`src/sv/tdf_pkg.sv`:
```
package tdf_pkg;

  localparam int PLANES = 4;
  localparam int ROWS   = 8;
  localparam logic [2:0] LAST_ROW = 3'(ROWS - 1);

  // One tile: [plane][row][pixel bit], bit 7 of a row byte is the leftmost pixel
  typedef logic [PLANES-1:0][ROWS-1:0][7:0] tile_t;

  // Per-cycle commands from the controller to the datapath
  typedef struct packed {
    logic       row_we;
    logic [2:0] row_pos;
    logic       rd_en;
    logic       wr_en;
    logic       out_load;
  } ctl_t;

  // Status from the datapath to the controller
  typedef struct packed {
    logic [3:0] hit;      // bit 0 as given, 1 x mirror, 2 y mirror, 3 both
    logic       out_free;
  } sts_t;

  // Result item fields
  typedef struct packed {
    logic       table_full;
    logic       newly_added;
    logic       mirror_y;
    logic       mirror_x;
    logic [7:0] tile_index;
  } res_t;

  // Mirror left-right: reverse the pixel bits of every row byte
  function automatic tile_t mirror_cols(tile_t t);
    tile_t m;
    for (int p = 0; p < PLANES; p++) begin
      for (int r = 0; r < ROWS; r++) begin
        for (int k = 0; k < 8; k++) begin
          m[p][r][k] = t[p][r][7-k];
        end
      end
    end
    return m;
  endfunction

  // Mirror top-bottom: reverse the row order
  function automatic tile_t mirror_rows(tile_t t);
    tile_t m;
    for (int p = 0; p < PLANES; p++) begin
      for (int r = 0; r < ROWS; r++) begin
        m[p][r] = t[p][ROWS-1-r];
      end
    end
    return m;
  endfunction

endpackage

```
`src/sv/tdf_ctrl.sv`:
```
module tdf_ctrl #(
  parameter int MAX_TILES = 256,
  parameter int IW        = 8,
  parameter int CW        = 9
) (
  input  logic           clk,
  input  logic           rst,
  input  logic           s_axis_tvalid,
  output logic           s_axis_tready,
  input  tdf_pkg::sts_t  sts,
  output tdf_pkg::ctl_t  ctl,
  output logic [IW-1:0]  rd_addr,
  output logic [IW-1:0]  wr_addr,
  output tdf_pkg::res_t  res
);

  typedef enum logic [1:0] {S_ROWS, S_SEARCH, S_PUT} state_t;

  state_t        state;
  logic [2:0]    row_pos;
  logic [CW-1:0] cnt;
  logic [CW-1:0] rd_idx;
  logic          cmp_valid;
  logic [IW-1:0] cmp_idx;
  logic          accept;
  logic          more;
  logic          full;
  logic          hit_any;
  logic [IW+7:0] hit_ext;
  logic [CW+7:0] cnt_ext;

  // Decode handshakes and search status
  always_comb begin
    accept        = s_axis_tvalid && (state == S_ROWS);
    s_axis_tready = (state == S_ROWS);
    more          = (rd_idx < cnt);
    full          = (cnt == CW'(MAX_TILES));
    hit_any       = |sts.hit;
    hit_ext       = {8'h00, cmp_idx};
    cnt_ext       = {8'h00, cnt};
    ctl.row_we    = accept;
    ctl.row_pos   = row_pos;
    ctl.rd_en     = (state == S_SEARCH) && more;
    ctl.wr_en     = (state == S_SEARCH) && !cmp_valid && !more && !full;
    ctl.out_load  = (state == S_PUT) && sts.out_free;
    rd_addr       = rd_idx[IW-1:0];
    wr_addr       = cnt[IW-1:0];
  end

  // Sequence rows, search, and result hand-off
  always_ff @(posedge clk) begin
    if (rst) begin
      state     <= S_ROWS;
      row_pos   <= 3'd0;
      cnt       <= '0;
      rd_idx    <= '0;
      cmp_valid <= 1'b0;
    end else begin
      unique case (state)
        S_ROWS: begin
          if (accept) begin
            row_pos <= row_pos + 3'd1;
            if (row_pos == tdf_pkg::LAST_ROW) begin
              state     <= S_SEARCH;
              rd_idx    <= '0;
              cmp_valid <= 1'b0;
            end
          end
        end
        S_SEARCH: begin
          // advance the read pointer; the compare follows in the next cycle
          cmp_valid <= more;
          if (more) begin
            rd_idx  <= rd_idx + CW'(1);
            cmp_idx <= rd_idx[IW-1:0];
          end
          if (cmp_valid && hit_any) begin
            res.tile_index  <= hit_ext[7:0];
            res.mirror_x    <= !sts.hit[0] && (sts.hit[1] || (!sts.hit[2] && sts.hit[3]));
            res.mirror_y    <= !sts.hit[0] && !sts.hit[1];
            res.newly_added <= 1'b0;
            res.table_full  <= 1'b0;
            state           <= S_PUT;
          end else if (!cmp_valid && !more) begin
            if (full) begin
              res.tile_index  <= 8'h00;
              res.newly_added <= 1'b0;
              res.table_full  <= 1'b1;
            end else begin
              res.tile_index  <= cnt_ext[7:0];
              res.newly_added <= 1'b1;
              res.table_full  <= 1'b0;
              cnt             <= cnt + CW'(1);
            end
            res.mirror_x <= 1'b0;
            res.mirror_y <= 1'b0;
            state        <= S_PUT;
          end
        end
        S_PUT: begin
          if (sts.out_free) begin
            state <= S_ROWS;
          end
        end
        default: begin
          state <= S_ROWS;
        end
      endcase
    end
  end

endmodule

```
`config.mk`:
```
export PLATFORM = sky130hd
export DESIGN_NAME = tdf_ctrl
export DESIGN_NICKNAME = d
export VERILOG_FILES = /design/src/sv/tdf_pkg.sv /design/src/sv/tdf_ctrl.sv
export SDC_FILE = /design/constraint.sdc
export NUM_CORES = 1
export LEC_CHECK = 0
export ABC_AREA = 1
export BUFFER_PORTS_ARGS = -buffer_cell sky130_fd_sc_hd__clkbuf_2
export CAP_MARGIN = 30
export CORE_UTILIZATION = 30
export DETAILED_ROUTE_END_ITERATION = 10
export PLACE_DENSITY = 0.46
export SKIP_LAST_GASP = 1
export SLEW_MARGIN = 5
export SYNTH_ARGS = -nofsm -noshare
export SYNTH_HDL_FRONTEND = slang
export SYNTH_SLANG_ARGS = --single-unit
export TNS_END_PERCENT = 10
```
`constraint.sdc`:
```
create_clock -name clk -period 4.65 [get_ports clk]
set_input_delay 0 -clock clk [delete_from_list [all_inputs] [get_ports clk]]
set_output_delay 0 -clock clk [all_outputs]
set_load 0.005 [all_outputs]
```
# Word level (Yosys, flattened, before mapping)
# Index checks and enable logic that the tools add are counted.
[totals] ff_bits=44 latchBits=0 ram_bits=0 mem_bits_ro=0 input_bits=8 out_inout_bits=36 wordCells=73 memories=0
[classes] n_addsub=3 n_mul=0 n_div=0 n_lt_le_gt_ge=1 n_eq_ne=9 shift=0 mux=17 n_bitwise=3 reduce_logical=29
[ops] cell="9-bit two-way mux" count=3
[ops] cell="9-bit by 1-bit adder with 9-bit output, second input constant" count=2
[ops] cell="9-bit case mux with 2 select lines" count=1
[ops] cell="12-bit two-way mux" count=1
[ops] cell="2-bit two-way mux" count=6
[ops] cell="4-bit AND reduction" count=3
[ops] cell="1-bit logical AND" count=11
[ops] cell="10-bit two-way mux" count=1
[ops] cell="9-bit equality test, second input constant" count=1
[ops] cell="9-bit less-than comparator" count=1
[ops] cell="3-bit AND reduction" count=3
[ops] cell="8-bit two-way mux" count=1
[ops] cell="1-bit logical NOT" count=6
[ops] cell="2-bit case mux with 3 select lines" count=1
[ops] cell="2-bit by 1-bit inequality test with 1-bit output, second input constant" count=2
[ops] cell="2-bit inequality test, second input constant" count=2
[ops] cell="2-bit nonzero test" count=2
[ops] cell="4-bit OR reduction" count=1
[ops] cell="3-bit by 1-bit adder with 3-bit output, second input constant" count=1
[ops] cell="3-bit equality test, second input constant" count=1
[ops] cell="3-bit by 1-bit inequality test with 1-bit output, second input constant" count=1
[ops] cell="1-bit NOT" count=3
[ops] cell="2-bit by 1-bit equality test with 1-bit output, second input constant" count=1
[ops] cell="2-bit equality test, second input constant" count=1
[ops] cell="5 further kinds" count=6

# Longest topological paths before layout
# Gate-level depths: netlist (run 1).
[logic_depth] depth_word=6 ltp_mapped=13 ltp_nobuf=12

# Worst setup path after synthesis (run 1)
# OpenSTA, ideal clock, no wires.
[synth_path] path_kind="register to register" startpoint="register cnt[6]" endpoint="register cmp_idx[0] (enable)" setup_time_ps=370 arrival_ps=1815 required_time_ps=4280 setup_slack_ps=2465 stages_incl_launch_ff=9 n_path_buf=1 period_less_slack_ps=2185 cell_sequence="dfxtp_1 inv_1 ha_1 nand2_1 nand2_1 a21oi_2 nand4_2 buf_4 nor2_1"
[synth_between] elab_chain_cells=2
[synth_lines] element="start, declared" line_no="tdf_ctrl.sv:21" rtl="logic [CW-1:0] cnt;"
[synth_lines] element="start signal, assigned" line_no="tdf_ctrl.sv:93" rtl="cnt <= cnt + CW'(1);"
[synth_lines] element="9-bit less-than comparator" line_no="tdf_ctrl.sv:36" rtl="more = (rd_idx < cnt);"
[synth_lines] element="3-bit AND reduction (no line)"
[synth_lines] element="end signal, assigned" line_no="tdf_ctrl.sv:75" rtl="cmp_idx <= rd_idx[IW-1:0];"
[synth_lines] element="end, declared" line_no="tdf_ctrl.sv:24" rtl="logic [IW-1:0] cmp_idx;"
# Every way passes these cells.
# A chain may end at the register's enable or synchronous reset.

# Worst setup path after layout (run 1)
[layout_path] startpoint="register cnt[4]" endpoint="register cmp_idx[1] (enable)"
# Same word-level chain as after synthesis.

==> flow_summary.json, run 1 <==
{
  "die_w_um": 93.6,
  "post_cts_buffers": 0,
  "start_kind": "flop",
  "synthToLayoutAreaGrowth_pct": 12.2,
  "maxCapViolCount": 0,
  "avgViaCountPerCell": 4.57,
  "drt_iter0_drc": 84,
  "synth-simple-area-share_pct": 29.9,
  "slew_violations": 0,
  "crit_type": "reg -> reg",
  "finalCritPeriodShare_pct": 56.0,
  "clock_skew_ps": 5.20,
  "rows": 33,
  "gp_congestion": 0.777,
  "ys_seq_area_share_pct": 43.0,
  "grt_util_all_layers_pct": 14.7,
  "n_antenna_cell": 0,
  "status": "finished clean",
  "cts_tree": "yes",
  "grt_overflow": 0,
  "rsz0062_at_grt": "no",
  "tns_ps": 0,
  "path_max_fanout": 13,
  "worst_ep_required_time_ps": 4590,
  "synth_xor_area_share_pct": 2.44,
  "drive_gt1_share_pct": 19.9,
  "final_cell_mix": "nand2_1, clkbuf_2, inv_1",
  "place_hpwl_um": 4280,
  "final-seq-area_mm2": 0.00108,
  "grt_pass1_wl_um": 9890,
  "clk_pin_slew_ps": 90,
  "cp.arrival_ps": 2540,
  "min_from": "sts[1]",
  "num_vias": 2039,
  "power.static_leakage_uw": 0.00124,
  "finalHoldViolations": 0,
  "endpoint_kind": "flop",
  "ys_warn_count": 0,
  "grt_max_degree": 23,
  "multi_input_area_mm2": 0.00113,
  "irDropWorstVdd_mv": 0.117,
  "synthMuxAreaShare_pct": 0,
  "fillers": 884,
  "max_clock_freq_mhz": 384,
  "die-height_um": 93.6,
  "cts_root_buf": "clkbuf_8",
  "initial_utilization_pct": 30.8,
  "synth_top_family_by_area": "simple AND/OR/NAND/NOR gates",
  "synth_seq_cells": 44,
  "worst_slew_pin_slew_ps": 631,
  "ctsHtreeMaxLevel": 2,
  "syn_avg_cell_area_um2": 8.09,
  "clockBufferDepth": 2,
  "totalWireLength_um": 5810,
  "cts_buffers": 5,
  "grt_pass1_vias": 2006,
  "placed_cells": 436,
  "final_common_cell": "nand2_1",
  "setup_viol": 0,
  "nets": 361,
  "synth_nets": 332,
  "synth_compound_area_share_pct": 6.12,
  "route.detailed.drc": 0,
  "ys_types": 30,
  "cp-startpoint": "cnt[4]",
  "synthAdderAreaFrac_pct": 6.47,
  "holdCritPathClass": "in -> reg",
  "ios": 44,
  "mappedNetlistArea_mm2": 0.00251,
  "antenna_found_initial": 0,
  "cts_hold_buf": 1,
  "min_period_ps": 2600,
  "drt_first_pass_iters": 4,
  "clock_sinks": 44,
  "relSlewSlack_pct": 57.8,
  "fp.dieArea_mm2": 0.00875,
  "core_area_mm2": 0.00818,
  "avgRoutedWirePerCell_um": 13.0,
  "syn_inst": 311,
  "insertion_delay_ps": 300,
  "drtAntennaViolNets": 0,
  "post_cts_resized": 0,
  "fin_cells": 446,
  "timing.rr.start": "cnt[4]",
  "p_per_area_mw_per_mm2": 257,
  "io_buffers": 43
}
[sequential cells by signal, indices dropped and copies added (netlist names)]
signal and flops:
cmp_idx 8, cmp_valid 1, cnt 9, rd_idx 9, res 12, row_pos 3
state 2
[cells by family (layout without fill, tap and decap cells)]
group                      Yosys count  in the layout
and+or+nand+nor                    157            157
buffers and inverters               60             90
DFF                                 44             44
AOI/OAI and AO/OA                   30             30
adders and majority gates           13             13
xor gates and xnor gates             7              7
[Yosys cell counts (all sizes together)]
master,count,area share (%)
a21oi,19,3.9
buf,20,6.0
clkbuf,3,0.45
dfxtp,24,19
edfxtp,20,24
ha,13,6.5
inv,37,5.6
nand2,77,12
nand3,23,5.7
nand3b,1,0.30
nand4,14,3.7
nor2,37,7.2
nor3,2,0.40
nor3b,2,0.60
o21ai,11,2.2
or2,1,0.25
xnor2,1,0.35
xor2,6,2.1
[worst max-delay path, cell delays in order (launching register included)]
cell     delay [ps]
dfxtp_1         410
inv_1           160
ha_1            320
nand2_1         100
inv_1            40
nand2_1          50
nand2_1          50
nand2_1         150
nand4_2         340
nor2_1          620
[metal layers]
metal / track usage (%) / wire length [um] / up-vias
met5: 0 / 0 / -
met4: 4.62 / 85 / 0
met3: 2.93 / 256 / 5
met2: 24.1 / 2620 / 46
met1: 19.3 / 2850 / 931
li1: - / - / 1057
[final timing paths]
check,endpoint,slack (ps),cells after the start
hold / removal,res[8],50,2
setup / recovery,cmp_idx[1],2050,9
hold reg to reg,cnt[8],500,2
setup reg to reg,cmp_idx[1],2050,9
[where the power goes]
part / total [uW] / switching [uW] / internal [uW]
sequential: 406 / 2.68 / 403
combinational: 25.6 / 15.6 / 10.0
clock: 293 / 136 / 157
total: 724 / 154 / 570
[area by class of cell]
| cell class | count | share of cell area, % |
|---|---|---|
| well taps | 105 | 4.65 |
| inverters | 37 | 5.01 |
| repair buffers | 45 | 8.24 |
| clock inverters | 3 | 1.33 |
| flip-flops and latches | 44 | 38.3 |
| clock buffers | 5 | 2.44 |
| multi-input cells | 207 | 40.0 |
[per-stage QoR]
stage	hold WS (ps)	worst slack (ps)	util (%)	cell area, um^2	power [uW]
6_report	48.1	2050	34.5	2820	724
2_1_floorplan	92.2	2460	-	2510	430
4_1_cts	41.9	1920	34.4	2820	733
3_5_place_dp	278	1930	33.0	2700	441
5_1_grt	58.6	1810	34.5	2820	753
3_3_place_gp	282	1940	33.0	2700	441
(Power assumes the default switching activity.)
==> inputs of run 2 (changes only) <==
Settings changed: ABC_AREA 1 to 0, PLACE_DENSITY 0.46 to 0.48.
Clock period 4.65 ns to 2.1 ns, I/O delays scaled along.
==> run 2 against run 1 <==
  * Global-route usage down 0.97 points
  * Sequential share of layout area down 3.3 points
  * Register-to-register slack got worse by 2000 ps
  * Largest cell class unchanged
==> flow_summary.json, run 2 <==
{
  "route.detailed.drc": 0,
  "power.static_leakage_uw": 0.00120,
  "insertion_delay_ps": 300,
  "cp.arrival_ps": 2220,
  "grt_max_degree": 22,
  "final_cell_mix": "clkbuf_2, buf_4, edfxtp_1",
  "avgViaCountPerCell": 4.72,
  "fin_cells": 404,
  "setup_viol": 0,
  "gp_congestion": 0.758,
  "synth_common_cells": "dfxtp_1, edfxtp_1, nor2_1",
  "totalWireLength_um": 5650,
  "syn_inst": 234,
  "drt_iter0_drc": 89,
  "multi_input_area_mm2": 0.00115,
  "hold-worst-slack_ps": 16.2,
  "core_area_mm2": 0.00741,
  "rows": 31,
  "worst_slew_pin_slew_ps": 477,
  "r2r_end": "cnt[5]",
  "cts_buffers": 5,
  "path_max_fanout": 6,
  "synth_nets": 255,
  "mappedNetlistArea_mm2": 0.00234,
  "slew_violations": 0,
  "avgRoutedWirePerCell_um": 14.0,
  "die-height_um": 90.4,
  "cts_root_buf": "clkbuf_8",
  "cts_tree": "yes",
  "place_hpwl_um": 4400,
  "status": "finished clean",
  "num_vias": 1906,
  "drt_first_pass_iters": 4,
  "cp-endpoint": "cnt[5]",
  "finalCritPeriodShare_pct": 95.4,
  "p_per_area_mw_per_mm2": 479,
  "grt_pass1_wl_um": 8710,
  "yosysMostFrequentCell": "dfxtp_1",
  "ys_warn_count": 0,
  "top_register": "res",
  "synth-main-ff-cell": "dfxtp_1",
  "io_buffers": 43,
  "drive_gt1_share_pct": 42.6,
  "ys_seq_area_share_pct": 46.1,
  "die_w_um": 90.4,
  "maxCapViolCount": 0,
  "clock_skew_ps": 12.1,
  "ctsHtreeMaxLevel": 2,
  "ios": 44,
  "max_clock_freq_mhz": 499,
  "clock_sinks": 44,
  "placed_cells": 392,
  "reg_top3": "res: 12 flops, cnt: 9 flops, rd_idx: 9 flops",
  "synthToLayoutAreaGrowth_pct": 32.5,
  "start_kind": "flop",
  "timing.rr.start": "cnt[4]",
  "grt_pass1_vias": 1739,
  "final_common_cell": "clkbuf_2",
  "fillers": 751,
  "syn_avg_cell_area_um2": 10.0,
  "nets": 325,
  "rsz0062_at_grt": "no",
  "relSlewSlack_pct": 68.1,
  "finalHoldViolations": 0,
  "ff2ff_path_depth": 8,
  "final-seq-area_mm2": 0.00109,
  "clk_pin_slew_ps": 80,
  "yosysTopAreaCell": "edfxtp_1",
  "synth_edf_count": 20,
  "crit_type": "reg -> reg",
  "drtAntennaViolNets": 0,
  "dpl_cell_area_mm2": 0.00285,
  "min_period_ps": 2000,
  "antenna_found_initial": 0,
  "initial_utilization_pct": 31.7,
  "holdCritPathClass": "in -> reg",
  "cp-startpoint": "cnt[4]",
  "r2r_slack_ps": 100,
  "yosys-top-cells-area": "edfxtp_1, dfxtp_1, ha_1, buf_4, a21oi_1",
  "endpoint_kind": "flop",
  "grt_overflow": 0,
  "n_antenna_cell": 0,
  "clockBufferDepth": 2,
  "synthArstFlopShare_pct": 0,
  "cts_hold_buf": 0,
  "largest_reg_flops": 12,
  "ys_types": 45,
  "irDropWorstVdd_mv": 0.218,
  "synth_seq_cells": 44,
  "netlist.area_leader.share_pct": 25.6,
  "fp.dieArea_mm2": 0.00817,
  "design_area_mm2": 0.00311,
  "worst_ep_required_time_ps": 2320,
  "grt_util_all_layers_pct": 13.7
}
run 2: cell count changes after synthesis, moves of 4 or more:
| cell | before | now |
|---|---|---|
| and2_1 | 0 | 4 |
| inv_1 | 34 | 19 |
| nand2_1 | 74 | 14 |
| nand2b_1 | 0 | 4 |
| nand3_1 | 19 | 9 |
| nand4_1 | 13 | 4 |
| nor2_1 | 32 | 20 |
| xnor2_1 | 1 | 6 |
| xor2_1 | 6 | 0 |
run 2: logic make-up (layout without fill, tap and decap cells):
kind of cell | count (synthesis) | in the layout | share of synthesized area [%]
AOI/OAI and AO/OA | 50 | 50 | 16.0
xor gates and xnor gates | 6 | 6 | 2.24
DFF | 44 | 44 | 46.1
and+or+nand+nor | 75 | 75 | 16.9
buffers and inverters | 41 | 112 | 9.60
muxes | 5 | 5 | 2.24
adders and majority gates | 13 | 13 | 6.94
run 2: worst min-delay path by stage:
stage / slack (ps) / endpoint / startpoint / depth (start not counted)
2_1_floorplan: 80 / ctl[0] / sts[0] / 2
3_3_place_gp: 280 / ctl[0] / sts[0] / 4
3_5_place_dp: 280 / ctl[0] / sts[0] / 4
4_1_cts: 8 / state[0] / s_axis_tvalid / 3
5_1_grt: 4 / state[0] / s_axis_tvalid / 3
6_report: 20 / state[0] / s_axis_tvalid / 3
run 2: repair_timing:
item	CTS	global route
setup buffers	1	2
gates resized for setup	2	22
endpoints found under the setup margin	17	32
pin swaps	1	9
hold endpoints to repair	0	0
gates cloned	0	2
run 2: report_power, final:
part / leakage, uW / internal, uW / total (uW) / switching, uW
combinational: 0.000780 / 18.2 / 40.6 / 22.5
sequential: 0.000380 / 890 / 894 / 3.70
clock: 0.0000445 / 268 / 554 / 286
run 2: through the flow:
step	setup slack (ps)	util [%]	power [uW]	TNS (ps)
2_1_floorplan	-58.9	-	936	-471
3_3_place_gp	-15.5	38.5	954	-122
3_5_place_dp	-34.4	38.5	955	-407
4_1_cts	-11.8	40.0	1510	-14.8
5_1_grt	10.8	41.9	1550	0
6_report	95.9	41.9	1490	0
run 2: area by class of cell:
cell class                 count  share of cell area, %
clock buffer                   7                   2.78
clock inverter                 1                  0.242
inverter                      19                   2.30
multi-input combinational    149                   37.1
sequential                    44                   35.0
tap                           99                   3.99
timing repair buffer          85                   18.6
run 2: per-layer routing:
layer / GRT usage (%) / routed length [um]
met4: 4.84 / 80
met5: 0 / 0
met1: 18.8 / 2790
met2: 21.5 / 2610
met3: 2.53 / 175
run 2: critical path: stages (launching register included):
cell      delay [ps]
dfxtp_1          330
inv_1             90
ha_4             290
o21ai_2           70
a211oi_2         230
a22oi_2          100
buf_4            170
or4_1            490
a21oi_1          150
